[src/hw/rtl/multi_timer_expiry_queue_defines.svh]
// Assertion macros shared by the timer queue RTL.
// Depends on nothing; included by the modules that carry assertions.
`ifndef MULTI_TIMER_EXPIRY_QUEUE_DEFINES_SVH
`define MULTI_TIMER_EXPIRY_QUEUE_DEFINES_SVH
`ifndef NO_ASSERTIONS
`define MTEQ_ASSERT_HOLD(label, clk, rstn, prop) \
    label: assert property (@(posedge clk) disable iff (!rstn) (prop)) \
        else $error("assertion failed");
`define MTEQ_ASSERT_NEXT(label, clk, rstn, ante, cons) \
    label: assert property (@(posedge clk) disable iff (!rstn) (ante) |=> (cons)) \
        else $error("assertion failed");
`else
`define MTEQ_ASSERT_HOLD(label, clk, rstn, prop)
`define MTEQ_ASSERT_NEXT(label, clk, rstn, ante, cons)
`endif
`endif

[src/hw/rtl/mteq_pkg.sv]
// Types, codes and constants of the timer expiry queue.
// Depends on nothing; imported by every module of the block.
`default_nettype none
package mteq_pkg;
    localparam int NUM_TIMERS_DEF = 16;
    localparam int MAX_RESULTS    = 16;
    localparam int CMD_FIFO_DEPTH = 2;
    localparam logic [63:0] NO_DUE_TICKS = '1;

    typedef enum logic [2:0] {
        OP_TICK         = 3'd0,
        OP_ARM_ONCE     = 3'd1,
        OP_ARM_PERIODIC = 3'd2,
        OP_CANCEL       = 3'd3,
        OP_CANCEL_ALL   = 3'd4
    } op_t;

    typedef enum logic [2:0] {
        RK_ARMED     = 3'd0,
        RK_FULL      = 3'd1,
        RK_CANCELLED = 3'd2,
        RK_FIRED     = 3'd3,
        RK_NONE_DUE  = 3'd4,
        RK_CLEARED   = 3'd5
    } result_kind_t;

    typedef struct packed {
        logic [2:0]  kind;
        logic [31:0] delay_ms;
        logic [31:0] target_id;
    } in_item_t;

    typedef struct packed {
        logic [2:0]  result_kind;
        logic [31:0] timer_id;
        logic [63:0] next_due;
        logic        last_of_run;
    } out_item_t;

    typedef struct packed {
        op_t         op;
        logic [31:0] delay_ms;
        logic [31:0] target_id;
    } cmd_t;

    typedef struct packed {
        logic        periodic;
        logic [31:0] ident;
        logic [63:0] due;
        logic [31:0] period;
    } slot_t;

    typedef enum logic [1:0] {
        ST_IDLE = 2'd0,
        ST_SCAN = 2'd1,
        ST_ACT  = 2'd2,
        ST_EMIT = 2'd3
    } eng_state_t;
endpackage
`default_nettype wire

[src/hw/rtl/mteq_front.sv]
// Front end: takes input requests, drops unknown kinds, forms commands.
// Depends on mteq_pkg.
`default_nettype none
module mteq_front (
    input  wire logic              aclk,
    input  wire logic              aresetn,
    input  wire logic              s_valid,
    output logic                   s_ready,
    input  mteq_pkg::in_item_t     s_item,
    output logic                   push_valid,
    input  wire logic              push_ready,
    output mteq_pkg::cmd_t         push_cmd
);
    import mteq_pkg::*;

    logic known;

    // Unknown kinds are taken and quietly discarded.
    always_comb begin
        known = s_item.kind inside {OP_TICK, OP_ARM_ONCE, OP_ARM_PERIODIC, OP_CANCEL,
                                    OP_CANCEL_ALL};
        s_ready            = push_ready;
        push_valid         = s_valid && known;
        push_cmd.op        = op_t'(s_item.kind);
        push_cmd.delay_ms  = s_item.delay_ms;
        push_cmd.target_id = s_item.target_id;
    end

    `include "multi_timer_expiry_queue_defines.svh"
    `MTEQ_ASSERT_HOLD(a_push_known, aclk, aresetn, !push_valid || s_valid)
    `MTEQ_ASSERT_HOLD(a_ready_follows, aclk, aresetn, s_ready == push_ready)
    `MTEQ_ASSERT_HOLD(a_no_push_unknown, aclk, aresetn, !(push_valid && !known))
endmodule
`default_nettype wire

[src/hw/rtl/mteq_cmd_fifo.sv]
// Short command queue between the front end and the engine.
// Depends on mteq_pkg.
`default_nettype none
module mteq_cmd_fifo #(
    parameter int DEPTH = mteq_pkg::CMD_FIFO_DEPTH
) (
    input  wire logic        aclk,
    input  wire logic        aresetn,
    input  wire logic        push_valid,
    output logic             push_ready,
    input  mteq_pkg::cmd_t   push_cmd,
    output logic             pop_valid,
    input  wire logic        pop_ready,
    output mteq_pkg::cmd_t   pop_cmd
);
    import mteq_pkg::*;

    localparam int PW = (DEPTH > 1) ? $clog2(DEPTH) : 1;
    localparam int CW = $clog2(DEPTH + 1);

    cmd_t          buf_reg [DEPTH];
    logic [PW-1:0] wr_ptr_reg, rd_ptr_reg;
    logic [CW-1:0] count_reg;
    logic          do_push, do_pop;

    assign push_ready = count_reg != CW'(DEPTH);
    assign pop_valid  = count_reg != '0;
    assign pop_cmd    = buf_reg[rd_ptr_reg];
    assign do_push    = push_valid && push_ready;
    assign do_pop     = pop_valid && pop_ready;

    always_ff @(posedge aclk) begin
        if (!aresetn) begin
            wr_ptr_reg <= '0;
            rd_ptr_reg <= '0;
            count_reg  <= '0;
        end else begin
            if (do_push) begin
                wr_ptr_reg <= (wr_ptr_reg == PW'(DEPTH - 1)) ? '0 : wr_ptr_reg + 1'b1;
            end
            if (do_pop) begin
                rd_ptr_reg <= (rd_ptr_reg == PW'(DEPTH - 1)) ? '0 : rd_ptr_reg + 1'b1;
            end
            if (do_push && !do_pop) begin
                count_reg <= count_reg + 1'b1;
            end else if (do_pop && !do_push) begin
                count_reg <= count_reg - 1'b1;
            end
        end
    end

    always_ff @(posedge aclk) begin
        if (do_push) begin
            buf_reg[wr_ptr_reg] <= push_cmd;
        end
    end

    `include "multi_timer_expiry_queue_defines.svh"
    `MTEQ_ASSERT_HOLD(a_count_bound, aclk, aresetn, count_reg <= CW'(DEPTH))
    `MTEQ_ASSERT_NEXT(a_push_counts, aclk, aresetn, do_push && !do_pop,
                      count_reg == $past(count_reg) + 1'b1)
    `MTEQ_ASSERT_NEXT(a_pop_counts, aclk, aresetn, do_pop && !do_push,
                      count_reg == $past(count_reg) - 1'b1)
endmodule
`default_nettype wire

[src/hw/rtl/mteq_engine.sv]
// Back end: holds the timer slots and carries out commands by scanning them.
// Depends on mteq_pkg.
`default_nettype none
module mteq_engine #(
    parameter int NUM_TIMERS = mteq_pkg::NUM_TIMERS_DEF
) (
    input  wire logic          aclk,
    input  wire logic          aresetn,
    input  wire logic          pop_valid,
    output logic               pop_ready,
    input  mteq_pkg::cmd_t     pop_cmd,
    output logic               m_valid,
    input  wire logic          m_ready,
    output mteq_pkg::out_item_t m_item
);
    import mteq_pkg::*;

    localparam int IW = (NUM_TIMERS > 1) ? $clog2(NUM_TIMERS) : 1;
    localparam int CW = $clog2(NUM_TIMERS + 1);
    localparam int FW = $clog2(MAX_RESULTS + 1);

    eng_state_t state_reg, state_next, after_reg, after_next;
    logic       phase_reg, phase_next;
    cmd_t       cmd_reg, cmd_next;
    logic [63:0] time_reg, time_next;
    logic [31:0] next_id_reg, next_id_next;
    logic [31:0] pend_id_reg, pend_id_next;
    logic        pend_reg, pend_next;
    logic [FW-1:0] fired_reg, fired_next;
    logic [NUM_TIMERS-1:0] valid_reg, valid_next;
    out_item_t   res_reg, res_next;
    out_item_t   out_reg;
    logic        out_valid_reg;

    slot_t         slot_mem [NUM_TIMERS];
    slot_t         rd_data_reg;
    logic [IW-1:0] rd_idx_reg;
    logic          rd_valid_reg;
    logic [CW-1:0] cnt_reg;
    logic          issue, scan_start, scan_done;

    logic          mem_we;
    logic [IW-1:0] mem_wa;
    slot_t         mem_wd;

    // Scan results
    logic          any_reg, pick_reg, free_reg, match_reg;
    logic [63:0]   min_reg, pick_due_reg;
    logic [31:0]   pick_id_reg, pick_period_reg;
    logic          pick_periodic_reg;
    logic [IW-1:0] pick_idx_reg, free_idx_reg, match_idx_reg;

    logic          out_load, fire_ok, ent_valid;
    logic [63:0]   nd_val;
    logic [31:0]   arm_period;

    assign issue     = (state_reg == ST_SCAN) && !scan_start && (cnt_reg < CW'(NUM_TIMERS));
    assign scan_done = (state_reg == ST_SCAN) && !scan_start &&
                       (cnt_reg == CW'(NUM_TIMERS)) && !rd_valid_reg;
    assign ent_valid = valid_reg[rd_idx_reg];
    assign fire_ok   = pick_reg && (fired_reg < FW'(MAX_RESULTS));
    assign m_valid   = out_valid_reg;
    assign m_item    = out_reg;

    always_comb begin
        if (!any_reg) begin
            nd_val = NO_DUE_TICKS;
        end else if (min_reg <= time_reg) begin
            nd_val = '0;
        end else begin
            nd_val = min_reg - time_reg;
        end
    end

    always_comb begin
        arm_period = cmd_reg.delay_ms;
        if (cmd_reg.op == OP_ARM_PERIODIC && cmd_reg.delay_ms == '0) begin
            arm_period = 32'd1;
        end
    end

    always_ff @(posedge aclk) begin
        if (!aresetn) begin
            state_reg     <= ST_IDLE;
            after_reg     <= ST_IDLE;
            phase_reg     <= 1'b0;
            time_reg      <= '0;
            next_id_reg   <= 32'd1;
            pend_reg      <= 1'b0;
            fired_reg     <= '0;
            valid_reg     <= '0;
            out_valid_reg <= 1'b0;
            rd_valid_reg  <= 1'b0;
            cnt_reg       <= '0;
        end else begin
            state_reg    <= state_next;
            after_reg    <= after_next;
            phase_reg    <= phase_next;
            time_reg     <= time_next;
            next_id_reg  <= next_id_next;
            pend_reg     <= pend_next;
            fired_reg    <= fired_next;
            valid_reg    <= valid_next;
            rd_valid_reg <= issue;
            if (scan_start) begin
                cnt_reg <= '0;
            end else if (issue) begin
                cnt_reg <= cnt_reg + 1'b1;
            end
            if (out_load) begin
                out_valid_reg <= 1'b1;
            end else if (m_ready) begin
                out_valid_reg <= 1'b0;
            end
        end
    end

    always_ff @(posedge aclk) begin
        cmd_reg     <= cmd_next;
        pend_id_reg <= pend_id_next;
        res_reg     <= res_next;
        if (out_load) begin
            out_reg <= res_reg;
        end
    end

    // Slot memory: one read port for the scan, one write port for updates.
    always_ff @(posedge aclk) begin
        if (mem_we) begin
            slot_mem[mem_wa] <= mem_wd;
        end
        rd_data_reg <= slot_mem[cnt_reg[IW-1:0]];
        rd_idx_reg  <= cnt_reg[IW-1:0];
    end

    always_ff @(posedge aclk) begin
        if (scan_start) begin
            any_reg   <= 1'b0;
            pick_reg  <= 1'b0;
            free_reg  <= 1'b0;
            match_reg <= 1'b0;
        end else if (rd_valid_reg) begin
            if (ent_valid && (!any_reg || rd_data_reg.due < min_reg)) begin
                any_reg <= 1'b1;
                min_reg <= rd_data_reg.due;
            end
            if (ent_valid && rd_data_reg.due <= time_reg &&
                (!pick_reg || rd_data_reg.due < pick_due_reg ||
                 (rd_data_reg.due == pick_due_reg && rd_data_reg.ident < pick_id_reg))) begin
                pick_reg          <= 1'b1;
                pick_idx_reg      <= rd_idx_reg;
                pick_due_reg      <= rd_data_reg.due;
                pick_id_reg       <= rd_data_reg.ident;
                pick_periodic_reg <= rd_data_reg.periodic;
                pick_period_reg   <= rd_data_reg.period;
            end
            if (!ent_valid && !free_reg) begin
                free_reg     <= 1'b1;
                free_idx_reg <= rd_idx_reg;
            end
            if (ent_valid && rd_data_reg.ident == cmd_reg.target_id && !match_reg) begin
                match_reg     <= 1'b1;
                match_idx_reg <= rd_idx_reg;
            end
        end
    end

    always_comb begin
        state_next   = state_reg;
        after_next   = after_reg;
        phase_next   = phase_reg;
        cmd_next     = cmd_reg;
        time_next    = time_reg;
        next_id_next = next_id_reg;
        pend_id_next = pend_id_reg;
        pend_next    = pend_reg;
        fired_next   = fired_reg;
        valid_next   = valid_reg;
        res_next     = res_reg;
        pop_ready    = 1'b0;
        scan_start   = 1'b0;
        out_load     = 1'b0;
        mem_we       = 1'b0;
        mem_wa       = pick_idx_reg;
        mem_wd       = '0;
        case (state_reg)
            ST_IDLE: begin
                pop_ready = 1'b1;
                if (pop_valid) begin
                    cmd_next   = pop_cmd;
                    phase_next = 1'b0;
                    case (pop_cmd.op)
                        OP_CANCEL_ALL: begin
                            valid_next           = '0;
                            res_next.result_kind = 3'(RK_CLEARED);
                            res_next.timer_id    = '0;
                            res_next.next_due    = NO_DUE_TICKS;
                            res_next.last_of_run = 1'b1;
                            after_next           = ST_IDLE;
                            state_next           = ST_EMIT;
                        end
                        OP_TICK: begin
                            time_next  = time_reg + 64'd1;
                            fired_next = '0;
                            pend_next  = 1'b0;
                            scan_start = 1'b1;
                            state_next = ST_SCAN;
                        end
                        default: begin
                            scan_start = 1'b1;
                            state_next = ST_SCAN;
                        end
                    endcase
                end
            end
            ST_SCAN: begin
                if (scan_done) begin
                    state_next = ST_ACT;
                end
            end
            ST_ACT: begin
                res_next.next_due    = nd_val;
                res_next.last_of_run = 1'b1;
                after_next           = ST_IDLE;
                state_next           = ST_EMIT;
                case (cmd_reg.op)
                    OP_TICK: begin
                        res_next.result_kind = 3'(RK_NONE_DUE);
                        res_next.timer_id    = '0;
                        if (pend_reg) begin
                            res_next.result_kind = 3'(RK_FIRED);
                            res_next.timer_id    = pend_id_reg;
                            res_next.last_of_run = !fire_ok;
                        end
                        if (fire_ok) begin
                            if (pick_periodic_reg) begin
                                mem_we          = 1'b1;
                                mem_wa          = pick_idx_reg;
                                mem_wd.periodic = 1'b1;
                                mem_wd.ident    = pick_id_reg;
                                mem_wd.period   = pick_period_reg;
                                mem_wd.due      = time_reg + 64'(pick_period_reg);
                            end else begin
                                valid_next[pick_idx_reg] = 1'b0;
                            end
                            pend_id_next = pick_id_reg;
                            pend_next    = 1'b1;
                            fired_next   = fired_reg + 1'b1;
                            after_next   = ST_SCAN;
                            if (!pend_reg) begin
                                scan_start = 1'b1;
                                state_next = ST_SCAN;
                            end
                        end
                    end
                    OP_ARM_ONCE, OP_ARM_PERIODIC: begin
                        res_next.result_kind = 3'(RK_ARMED);
                        res_next.timer_id    = pend_id_reg;
                        if (!phase_reg) begin
                            if (free_reg) begin
                                mem_we          = 1'b1;
                                mem_wa          = free_idx_reg;
                                mem_wd.periodic = cmd_reg.op == OP_ARM_PERIODIC;
                                mem_wd.ident    = next_id_reg;
                                mem_wd.period   = (cmd_reg.op == OP_ARM_PERIODIC) ?
                                                  arm_period : '0;
                                mem_wd.due      = time_reg + 64'(arm_period);
                                valid_next[free_idx_reg] = 1'b1;
                                pend_id_next = next_id_reg;
                                next_id_next = next_id_reg + 32'd1;
                                phase_next   = 1'b1;
                                scan_start   = 1'b1;
                                state_next   = ST_SCAN;
                            end else begin
                                res_next.result_kind = 3'(RK_FULL);
                                res_next.timer_id    = '0;
                            end
                        end
                    end
                    default: begin
                        res_next.result_kind = 3'(RK_CANCELLED);
                        res_next.timer_id    = cmd_reg.target_id;
                        if (!phase_reg) begin
                            if (match_reg) begin
                                valid_next[match_idx_reg] = 1'b0;
                            end
                            phase_next = 1'b1;
                            scan_start = 1'b1;
                            state_next = ST_SCAN;
                        end
                    end
                endcase
            end
            ST_EMIT: begin
                if (!out_valid_reg || m_ready) begin
                    out_load   = 1'b1;
                    state_next = after_reg;
                    if (after_reg == ST_SCAN) begin
                        scan_start = 1'b1;
                    end
                end
            end
            default: begin
                state_next = ST_IDLE;
            end
        endcase
    end

    `include "multi_timer_expiry_queue_defines.svh"
    `MTEQ_ASSERT_HOLD(a_no_overwrite, aclk, aresetn, !out_load || !out_valid_reg || m_ready)
    `MTEQ_ASSERT_NEXT(a_pop_busy, aclk, aresetn, pop_valid && pop_ready,
                      state_reg != ST_IDLE)
    `MTEQ_ASSERT_HOLD(a_read_in_scan, aclk, aresetn, !rd_valid_reg || state_reg == ST_SCAN)
    `MTEQ_ASSERT_HOLD(a_fire_bound, aclk, aresetn, fired_reg <= FW'(MAX_RESULTS))
endmodule
`default_nettype wire

[src/hw/rtl/multi_timer_expiry_queue.sv]
// Timer expiry queue: a table of one-shot and periodic timers counted in ticks.
// Requests (s_valid/s_ready, s_item) are tick, arm one-shot, arm periodic,
// cancel by id and cancel all; unknown kinds are taken and dropped.
// Results (m_valid/m_ready, m_item) give the kind, the timer id, the ticks to
// the next expiry and a flag on the last result of each request.
// Timing: requests pass a two-entry command queue to an engine that scans the
// slot memory one slot per cycle. Cancel all needs no scan; cancel scans the
// slots twice, arm twice when a slot is free and once when the table is full,
// a tick with nothing due once, and a tick that fires timers once per fired
// timer and once more. One request is worked at a time.
// Reset clears time, marks all slots free and sets the first id to 1; no
// clearing pass is needed. A stalled receiver holds the result in the output
// register; the engine then waits, the queue fills and s_ready falls.
// Depends on mteq_pkg, mteq_front, mteq_cmd_fifo and mteq_engine.
`default_nettype none
module multi_timer_expiry_queue #(
    parameter int NUM_TIMERS = mteq_pkg::NUM_TIMERS_DEF
) (
    input  wire logic           aclk,
    input  wire logic           aresetn,
    input  wire logic           s_valid,
    output logic                s_ready,
    input  mteq_pkg::in_item_t  s_item,
    output logic                m_valid,
    input  wire logic           m_ready,
    output mteq_pkg::out_item_t m_item
);
    import mteq_pkg::*;

    logic push_valid, push_ready, pop_valid, pop_ready;
    cmd_t push_cmd, pop_cmd;

    mteq_front u_front (
        .aclk(aclk), .aresetn(aresetn),
        .s_valid(s_valid), .s_ready(s_ready), .s_item(s_item),
        .push_valid(push_valid), .push_ready(push_ready), .push_cmd(push_cmd)
    );

    mteq_cmd_fifo #(.DEPTH(CMD_FIFO_DEPTH)) u_fifo (
        .aclk(aclk), .aresetn(aresetn),
        .push_valid(push_valid), .push_ready(push_ready), .push_cmd(push_cmd),
        .pop_valid(pop_valid), .pop_ready(pop_ready), .pop_cmd(pop_cmd)
    );

    mteq_engine #(.NUM_TIMERS(NUM_TIMERS)) u_engine (
        .aclk(aclk), .aresetn(aresetn),
        .pop_valid(pop_valid), .pop_ready(pop_ready), .pop_cmd(pop_cmd),
        .m_valid(m_valid), .m_ready(m_ready), .m_item(m_item)
    );
endmodule
`default_nettype wire
[config.mk]
export PLATFORM = sky130hd
export DESIGN_NAME = multi_timer_expiry_queue
export DESIGN_NICKNAME = d
export VERILOG_FILES = /design/src/hw/rtl/mteq_pkg.sv /design/src/hw/rtl/mteq_front.sv /design/src/hw/rtl/mteq_cmd_fifo.sv /design/src/hw/rtl/mteq_engine.sv /design/src/hw/rtl/multi_timer_expiry_queue.sv
export VERILOG_INCLUDE_DIRS = /design/src /design/src/hw/rtl
export SDC_FILE = /design/constraint.sdc
export NUM_CORES = 2
export LEC_CHECK = 0
export BUFFER_PORTS_ARGS = -buffer_cell sky130_fd_sc_hd__buf_2
export CAP_MARGIN = 20
export CORE_UTILIZATION = 30
export DETAILED_ROUTE_END_ITERATION = 8
export GPL_ROUTABILITY_DRIVEN = 0
export PLACE_DENSITY = 0.56
export SETUP_SLACK_MARGIN = 0.4
export SLEW_MARGIN = 10
export SYNTH_ARGS = -nofsm -noshare
export SYNTH_HDL_FRONTEND = slang
export SYNTH_SLANG_ARGS = --single-unit
[constraint.sdc]
create_clock -name aclk -period 22 [get_ports aclk]
set_clock_uncertainty 0.15 [all_clocks]
set_input_delay 6.6 -clock aclk [delete_from_list [all_inputs] [get_ports aclk]]
set_output_delay 6.6 -clock aclk [all_outputs]
set_load 0.02 [all_outputs]
==> flow_summary.toml <==
[run_status]
outcome = "finished, final reports clean"

[grt]
antenna_found_initial = 14
grt_usage_pct = 15.7
grt_pass1_wl_mm = 482
grt_pass1_vias = 68500
grt_max_degree = 103
grt_overflow = 0

[detailed_routing]
drtPass1Iterations = 6
wl_per_cell_um = 25.4
route.met2.wl_mm = 158
highest_layer = "met5"
wl_mm = 334
via_count = 66900
antenna_left = 0
via_per_inst = 5.09
route.met3.wl_mm = 20.1
initialDrtViolationCount = 6639
drc = 0
met1Wirelength_mm = 147

[synth]
yosys_warnings = 0
synth_seq_cells = 2973
synth_cell_types = 90
yosysTopAreaCell = "edfxtp_1"
synthArstFlopShare_pct = 0
ys_top_cells_by_area = "edfxtp_1 (66%), mux4_2 (12%), dfxtp_1 (4.4%), ha_1 (3.6%), a21oi_1 (1.0%)"
avgSynthCellArea_um2 = 17.4
synth_enable_flop_cells = 2702
synth_seq_area_share_pct = 70.1
syn_nets = 7536
synth_top_area_share_pct = 65.7
synth_cells = 7110
synth_flop_cell = "edfxtp_1"
synth_area_um2 = 124000

[min_path]
min_delay_path_depth = 0
min_path_type = "reg -> reg"

[clock_network]
cts_tree = "yes"
clk_latency_ns = 0.95
post_cts_resized = 0
htreeDepth = 5
cts_buffers = 316
cts.sinks = 2973
clock-root-buffer = "clkbuf_16"
post_cts_buffers = 0
clk_pin_slew_ns = 0.06
clock_path_buffers = 4
postCtsHoldBufs = 0

[floorplanning]
die_y_um = 644
boundaryPins = 173
std_cell_rows = 235
core_area_um2 = 410000
dieArea_um2 = 414000
initial_core_util_pct = 30.1
die_w_um = 644

[final_layout]
largest_reg_flops = 2064
syn2layout_area_growth_pct = 14.9
fin_nets = 7849
drive_above_1_share_pct = 20.8

[sta]
drv_slew = 0
setup_tns_ns = 0
setup_ws_ns = 11.50
fmax_ghz = 0.0952
finalSetupViolCount = 0
hold_viol = 0
worstMarginPinSlew_ns = 1.14
relSlewSlack_pct = 24.0
final_min_period_over_clock_period_pct = 47.7
period_needed_ns = 10.50
rsz0062_at_grt = "no"

[power_and_ir_drop]
irDropWorstVdd_mv = 0.0630
p_per_area_nw_per_um2 = 91.9
p_leak_nw = 44.3

[setup_path]
critPathLaunchType = "input port"
required_ns = 22.38
arrival_ns = 10.88
rr_worst_depth = 14
crit_path_max_fanout = 67
end_kind = "register"
ff2ff_setup_slack_ns = 15.67
critical_path_class = "in -> reg"

[place]
preCtsSetupSlack_ns = 10.58
port_buffers = 172
place_hpwl_mm = 205

[run]
cap_viol_max_count = 0
==> worst paths after layout <==
| check | from | to |
|---|---|---|
| worst max register to register | u_engine.cmd_reg[66]$_DFFE_PP_ | u_engine.slot_mem[4][88]$_DFFE_PP_ |
| worst min-delay path | u_engine.rd_data_reg[23]$_DFF_P_ | u_engine.pick_period_reg[23]$_DFFE_PP_ |
| worst min register to register | u_engine.rd_data_reg[23]$_DFF_P_ | u_engine.pick_period_reg[23]$_DFFE_PP_ |
| worst max-delay path | m_ready | u_engine.pick_due_reg[47]$_DFFE_PP_ |
==> critical path, cell delays in order <==
cell and delay, ns:
buf_2 0.10, nor2b_1 0.11, buf_4 0.23, nor2_4 0.06
a221oi_1 0.89, nand3_1 0.64, a211oi_1 0.52, a21boi_4 0.30
buf_4 0.45, buf_4 0.84
==> synthesized netlist by cell type, types with 22 or more instances <==
| library cell | n |
|---|---|
| a21oi_1 | 259 |
| o21ai_1 | 63 |
| nand3_1 | 82 |
| nand2_1 | 241 |
| a31oi_1 | 33 |
| edfxtp_1 | 2702 |
| nor2b_1 | 51 |
| ha_1 | 352 |
| o21bai_1 | 22 |
| nor3_1 | 60 |
| mux4_2 | 650 |
| o22ai_1 | 22 |
| a21o_1 | 158 |
| or3_1 | 23 |
| and2_1 | 98 |
| xnor2_1 | 148 |
| o21ai_0 | 183 |
| nor4_1 | 32 |
| and3_1 | 34 |
| nor2_1 | 316 |
| inv_1 | 274 |
| mux2_2 | 67 |
| clkbuf_1 | 254 |
| a22oi_1 | 125 |
| nand2b_1 | 36 |
| a21boi_0 | 25 |
| nand4_1 | 96 |
| xor2_1 | 91 |
| buf_1 | 66 |
| dfxtp_1 | 271 |
==> stage by stage <==
step | std cells | util, % | power (mW) | cell area (um^2) | hold WS, ns
floorplan | 7110 | - | 7.41 | 124000 | 0.179
global route | 13100 | 34.6 | 13.5 | 142000 | 0.253
CTS | 13100 | 34.6 | 13.2 | 142000 | 0.250
global placement | 12500 | 32.0 | 7.85 | 131000 | 0.240
finish | 13100 | 34.6 | 13.0 | 142000 | 0.253
detailed placement | 12500 | 32.0 | 7.86 | 131000 | 0.239
==> layer usage <==
metal,up-vias,track usage (%)
met1,35200,22.0
met3,477,2.13
met2,2311,25.6
met5,-,0
li1,29000,-
met4,2,4.38
==> cell families (layout without fill, tap and decap cells) <==
logic type / Yosys count / after routing / share of synthesized area [%]
compound gates: 1070 / 1070 / 5.60
xor+xnor: 239 / 239 / 1.69
fa+ha+maj: 362 / 362 / 3.67
buf+inv: 616 / 1197 / 1.92
flops: 2973 / 2973 / 70.1
mux: 722 / 722 / 12.5
other cells: 0 / 5 / 0
simple gates: 1128 / 1128 / 4.55
==> layout by cell type (no fill, tap or decap), types with 31 or more instances in the layout <==
master     Yosys  layout
xnor2_1      148     148
nor2_1       316     299
nor3_1        60      53
edfxtp_1    2702    2702
a31oi_1       33      33
clkbuf_16      0     319
clkinv_1       1      48
o21ai_0      183     179
nor4_1        32      31
and3_1        34      34
and2_1        98      96
a21oi_1      259     258
buf_2         12     172
clkbuf_1     254      72
ha_1         352     352
nor2b_1       51      51
inv_1        274     273
mux4_2       650     650
mux2_2        67      67
a21o_1       158     158
nand4_1       96      96
buf_4          0     145
nand2b_1      36      35
clkinv_2       0      60
o21ai_1       63      67
nand3_1       82      82
a22oi_1      125     125
dfxtp_1      271     266
nand2_1      241     240
xor2_1        91      91
==> report_power, final <==
part	internal, mW	switching (mW)	total [mW]	leakage (nW)
Sequential	6.26	0.157	6.41	25.3
Clock	3.05	2.27	5.32	5.06
Combinational	0.497	0.808	1.31	13.9
==> final cells by class <==
| type | count | area (um^2) |
|---|---|---|
| fillers | 38700 | 268000 |
| inverters | 275 | 1030 |
| flip-flops and latches | 2973 | 86600 |
| well taps | 5451 | 6820 |
| multi-input cells | 3521 | 34900 |
| clock inverters | 178 | 1880 |
| clock buffers | 408 | 8490 |
| repair buffers | 336 | 2230 |
| diodes | 5 | 12.5 |
Power figures use the tool's default switching activity.
